<file path="src/sv/ffba_pkg.sv">
// Shared types, constants and control bundles for the first-fit bump allocator.
package ffba_pkg;

    localparam int FREE_DEPTH     = 16;
    localparam int LIVE_DEPTH     = 32;
    localparam int MIN_ALIGN_LOG2 = 8;
    localparam int ADDR_BITS      = 32;

    localparam int FIDX_W     = (FREE_DEPTH > 1) ? $clog2(FREE_DEPTH) : 1;
    localparam int LIDX_W     = (LIVE_DEPTH > 1) ? $clog2(LIVE_DEPTH) : 1;
    localparam int FCNT_W     = $clog2(FREE_DEPTH + 1);
    localparam int SCAN_DEPTH = (FREE_DEPTH > LIVE_DEPTH) ? FREE_DEPTH : LIVE_DEPTH;
    localparam int SCAN_W     = (SCAN_DEPTH > 1) ? $clog2(SCAN_DEPTH) : 1;

    typedef logic [ADDR_BITS-1:0] addr_t;
    typedef logic [ADDR_BITS:0]   addr_ext_t;
    typedef logic [FIDX_W-1:0]    fidx_t;
    typedef logic [LIDX_W-1:0]    lidx_t;
    typedef logic [2:0]           status_t;

    localparam status_t ST_OK      = 3'd0;
    localparam status_t ST_ZERO    = 3'd1;
    localparam status_t ST_OOM     = 3'd2;
    localparam status_t ST_UNKNOWN = 3'd3;
    localparam status_t ST_FULL    = 3'd4;

    localparam logic ACT_ALLOC = 1'b0;
    localparam logic ACT_FREE  = 1'b1;

    typedef enum logic [2:0] {
        S_IDLE,
        S_PREP,
        S_FSCAN,
        S_PICK,
        S_LSCAN,
        S_COMMIT,
        S_DONE
    } state_t;

    // Control bundle broadcast to every free-list cell.
    typedef struct packed {
        logic  rotate;
        logic  shift;
        logic  wr;
        fidx_t idx;
        addr_t wstart;
        addr_t wlen;
    } free_ctl_t;

    // Control bundle broadcast to every live-table cell.
    typedef struct packed {
        logic  rotate;
        logic  wr;
        logic  clr;
        lidx_t idx;
        addr_t wstart;
        addr_t wlen;
    } live_ctl_t;

endpackage

</file>
<file path="src/sv/ffba_live_cell.sv">
// One live-table entry with its valid bit; rotates, takes a write or clears.
module ffba_live_cell (
    input  logic                clk,
    input  logic                rst_n,
    input  ffba_pkg::lidx_t     idx,
    input  ffba_pkg::live_ctl_t ctl,
    input  ffba_pkg::addr_t     nb_start,
    input  ffba_pkg::addr_t     nb_len,
    input  logic                nb_valid,
    output ffba_pkg::addr_t     start,
    output ffba_pkg::addr_t     len,
    output logic                valid
);
    import ffba_pkg::*;

    addr_t start_reg;
    addr_t len_reg;
    logic  valid_reg;

    always_ff @(posedge clk or negedge rst_n)
    begin
        if (!rst_n)
        begin
            valid_reg <= 1'b0;
        end
        else if (ctl.wr && (ctl.idx == idx))
        begin
            valid_reg <= 1'b1;
        end
        else if (ctl.clr && (ctl.idx == idx))
        begin
            valid_reg <= 1'b0;
        end
        else if (ctl.rotate)
        begin
            valid_reg <= nb_valid;
        end
    end

    always_ff @(posedge clk)
    begin
        if (ctl.wr && (ctl.idx == idx))
        begin
            start_reg <= ctl.wstart;
            len_reg   <= ctl.wlen;
        end
        else if (ctl.rotate)
        begin
            start_reg <= nb_start;
            len_reg   <= nb_len;
        end
    end

    assign start = start_reg;
    assign len   = len_reg;
    assign valid = valid_reg;

endmodule

</file>
<file path="config.mk">
export PLATFORM = sky130hd
export DESIGN_NAME = ffba_live_cell
export DESIGN_NICKNAME = d
export VERILOG_FILES = /design/src/sv/ffba_pkg.sv /design/src/sv/ffba_live_cell.sv
export SDC_FILE = /design/constraint.sdc
export NUM_CORES = 1
export LEC_CHECK = 0
export ABC_AREA = 1
export BUFFER_PORTS_ARGS = -buffer_cell sky130_fd_sc_hd__buf_2
export CORE_MARGIN = 2
export CORE_UTILIZATION = 43
export DETAILED_ROUTE_END_ITERATION = 8
export PLACE_DENSITY = 0.9
export SLEW_MARGIN = 20
export SYNTH_ARGS = -nofsm -noshare
export SYNTH_HDL_FRONTEND = slang
export SYNTH_SLANG_ARGS = --single-unit
export TNS_END_PERCENT = 5
</file>
<file path="constraint.sdc">
create_clock -name clk -period 1.5 [get_ports clk]
set_input_delay 0.15 -clock clk [delete_from_list [all_inputs] [get_ports clk]]
set_output_delay 0.15 -clock clk [all_outputs]
set_load 0.005 [all_outputs]
</file>
==> flow_metrics.env <==
export IMPL_hold_slack_ns=0.08594
export IMPL_post_cts_resized=0
export IMPL_path_cells="buf_2 > inv_1 > nand2_1 > nand2_1 > inv_1 > nor2_1 > nand4_1 > buf_4 > buf_12 > nand2_1 > nand2_1"
export IMPL_nets=672
export IMPL_cpPeakStageDelay_ns=0.18
export IMPL_hp_class="input port to flop"
export IMPL_setup_worst_path_end_class="flop"
export IMPL_synth_top_area_cell="edfxtp_1"
export IMPL_synthTopCellsByArea="edfxtp_1, nand2_1, nand3_1"
export IMPL_max_freq_mhz=858.8
export IMPL_areaGrowthSynthToFinish_pct=45.12
export IMPL_finalHoldViolations=0
export IMPL_p_sw_share_pct=23.11
export IMPL_crit_top_cell="nand2_1"
export IMPL_drt_total_wl_mm=8.387
export IMPL_grt_pass1_vias=2732
export IMPL_synth_top_area_share_pct=62.21
export IMPL_relSlewSlack_pct=78.76
export IMPL_period_minus_slack_ns=1.164
export IMPL_final_common_cell="buf_2"
export IMPL_worstSetupPathType="input port to flop"
export IMPL_fin_crit_sh_pct=77.62
export IMPL_path_max_fanout=40
export IMPL_dieArea_um2=7878
export IMPL_drc=0
export IMPL_wl_per_cell_um=13.33
export IMPL_syn_avg_cell_area_um2=9.715
export IMPL_ir_worst_vdd_mv=0.5227
export IMPL_ys_flop_type="edfxtp_1"
export IMPL_clock_latency_ns=0.32
export IMPL_core_area_um2=6869
export IMPL_pwr_density_cell_nw_per_um2=1001
export IMPL_grt_max_degree=41
export IMPL_h_tree_depth=3
export IMPL_die_h_um=88.76
export IMPL_outcome="completed"
export IMPL_synth_seq_cells=65
export IMPL_drive_above_1_share_pct=44.28
export IMPL_fill_cells=587
export IMPL_netlist_area_um2=3089
export IMPL_synthDistinctLibCells=13
export IMPL_arrival_ns=1.23
export IMPL_io_buffers=208
export IMPL_worstPathRequired_ns=1.57
export IMPL_power_switching_w=0.001037
export IMPL_synthArstFlopShare_pct=1.538
export IMPL_clockRootBuffer="clkbuf_8"
export IMPL_cap_violations=0
export IMPL_via_count=2989
export IMPL_clk_pin_slew_ns=0.08
export IMPL_slew_viol_final=0
export IMPL_cts_buffers_inserted=9
export IMPL_ys_seq_area_share_pct=63.02
export IMPL_start_util_pct=44.97
export IMPL_cts_tree="built"
export IMPL_internal_power_w=0.003449
export IMPL_fin_skew_ns=0
export IMPL_worstMarginPinSlew_ns=0.3186
export IMPL_finalWeightedCongestion=0.7873
export IMPL_antennaDiodeCount=0
export IMPL_fin_tns_setup_ns=0
export IMPL_grt_antenna_before_repair=0
export IMPL_slowest_stage="buf_4"
export IMPL_clkSinkCount=65
export IMPL_via_per_inst=4.752
export IMPL_p_comb_share_pct=14.5
export IMPL_p_leak_nw=2.321
export IMPL_clockBufferDepth=2
export IMPL_final_cell_mix="buf_2, nand2_1, nand3_1, edfxtp_1, inv_1"
export IMPL_p_clk_share_pct=35.7
export IMPL_row_count=30
export IMPL_synth_nets=462
export IMPL_p_seq_share_pct=49.8
export IMPL_dr_pass1_iters=5
export IMPL_grt_ovfl_total=0
export IMPL_fin_util_pct=65.26
export IMPL_grt_total_usage_pct=20.38
export IMPL_synth_cells=318
export IMPL_num_io_pins=209
export IMPL_worst_setup_path_start_kind="input port"
export IMPL_dpl_worst_slack_ns=0.01273
export IMPL_power_total_w=0.004486
export IMPL_dp_hpwl_mm=6.545
export IMPL_grt_setup_unrepaired="no"
export IMPL_drt_initial_drc_count=97
export IMPL_die_w_um=88.76
export IMPL_synth_edf_count=64
export IMPL_drtAntennaViolNets=0
export IMPL_grt_pass1_wl_mm=12.20
export IMPL_setup_slack_ns=0.3356
export IMPL_setup_viol=0
export IMPL_ys_warn_count=0
-- through the flow --
stage	cell area, um2	std cells
global placement	4255	612
detailed placement	4255	612
floorplan	3107	318
finish	4483	629
CTS	4483	629
global route	4483	629
-- path summary, 6_finish.rpt --
check	start	slack, ns	cells after the start	end
worst min register to register	valid	0.59	4	valid
worst min-delay path	nb_start[18]	0.09	3	start[18]
max in group asynchronous	rst_n	1.26	2	valid
worst max-delay path	idx[1]	0.34	11	start[10]
min in group asynchronous	rst_n	0.15	2	valid
worst max register to register	valid	0.79	4	valid
-- kinds of logic (layout without fill, tap and decap cells) --
family | count (synthesis) | count (layout) | share of synthesized area [%]
XOR/XNOR | 1 | 1 | 0.5267
flip-flops | 65 | 65 | 63.02
AND/OR/NAND/NOR | 220 | 220 | 29.77
buffers and inverters | 32 | 247 | 6.683
-- what timing repair did --
action,CTS,global route
setup buffers,0,0
hold endpoints to repair,1,0
hold buffers,1,0
-- layout make-up --
type | instances | area, um2 | share of cell area [%]
clock buffer | 9 | 123.9 | 2.763
clock inverter | 7 | 93.84 | 2.093
inverter | 12 | 45.04 | 1.005
multi-input combinational | 221 | 952.2 | 21.24
sequential | 65 | 1947 | 43.43
tap | 96 | 120.1 | 2.679
timing repair buffer | 219 | 1201 | 26.79
-- cells in the mapped netlist, types with 2 or more instances --
cell type  count
clkbuf_1       3
nor2_1         2
nand4_1        2
inv_1         12
buf_2          6
nand2_1      150
nand3_1       65
buf_6         10
edfxtp_1      64
-- power by group through the flow --
stage	registers, W	logic (W)	clock network (W)
floorplan	0.00230	0.000202	0
global placement	0.00227	0.000630	0
detailed placement	0.00227	0.000651	0
CTS	0.00223	0.000655	0.00164
global route	0.00224	0.000728	0.00170
finish	0.00223	0.000650	0.00160
-- worst max-delay path: cells and delay by family --
kind | cells | cell delay [ns]
buffers and inverters | 5 | 0.56
AND/OR/NAND/NOR | 6 | 0.51
-- per-layer routing --
layer	track usage [%]	part of all wire, %
met5	0	0
met1	21.72	37
met4	8.402	2.1
met3	4.664	7.6
met2	38.33	53
(Power assumes the default switching activity.)
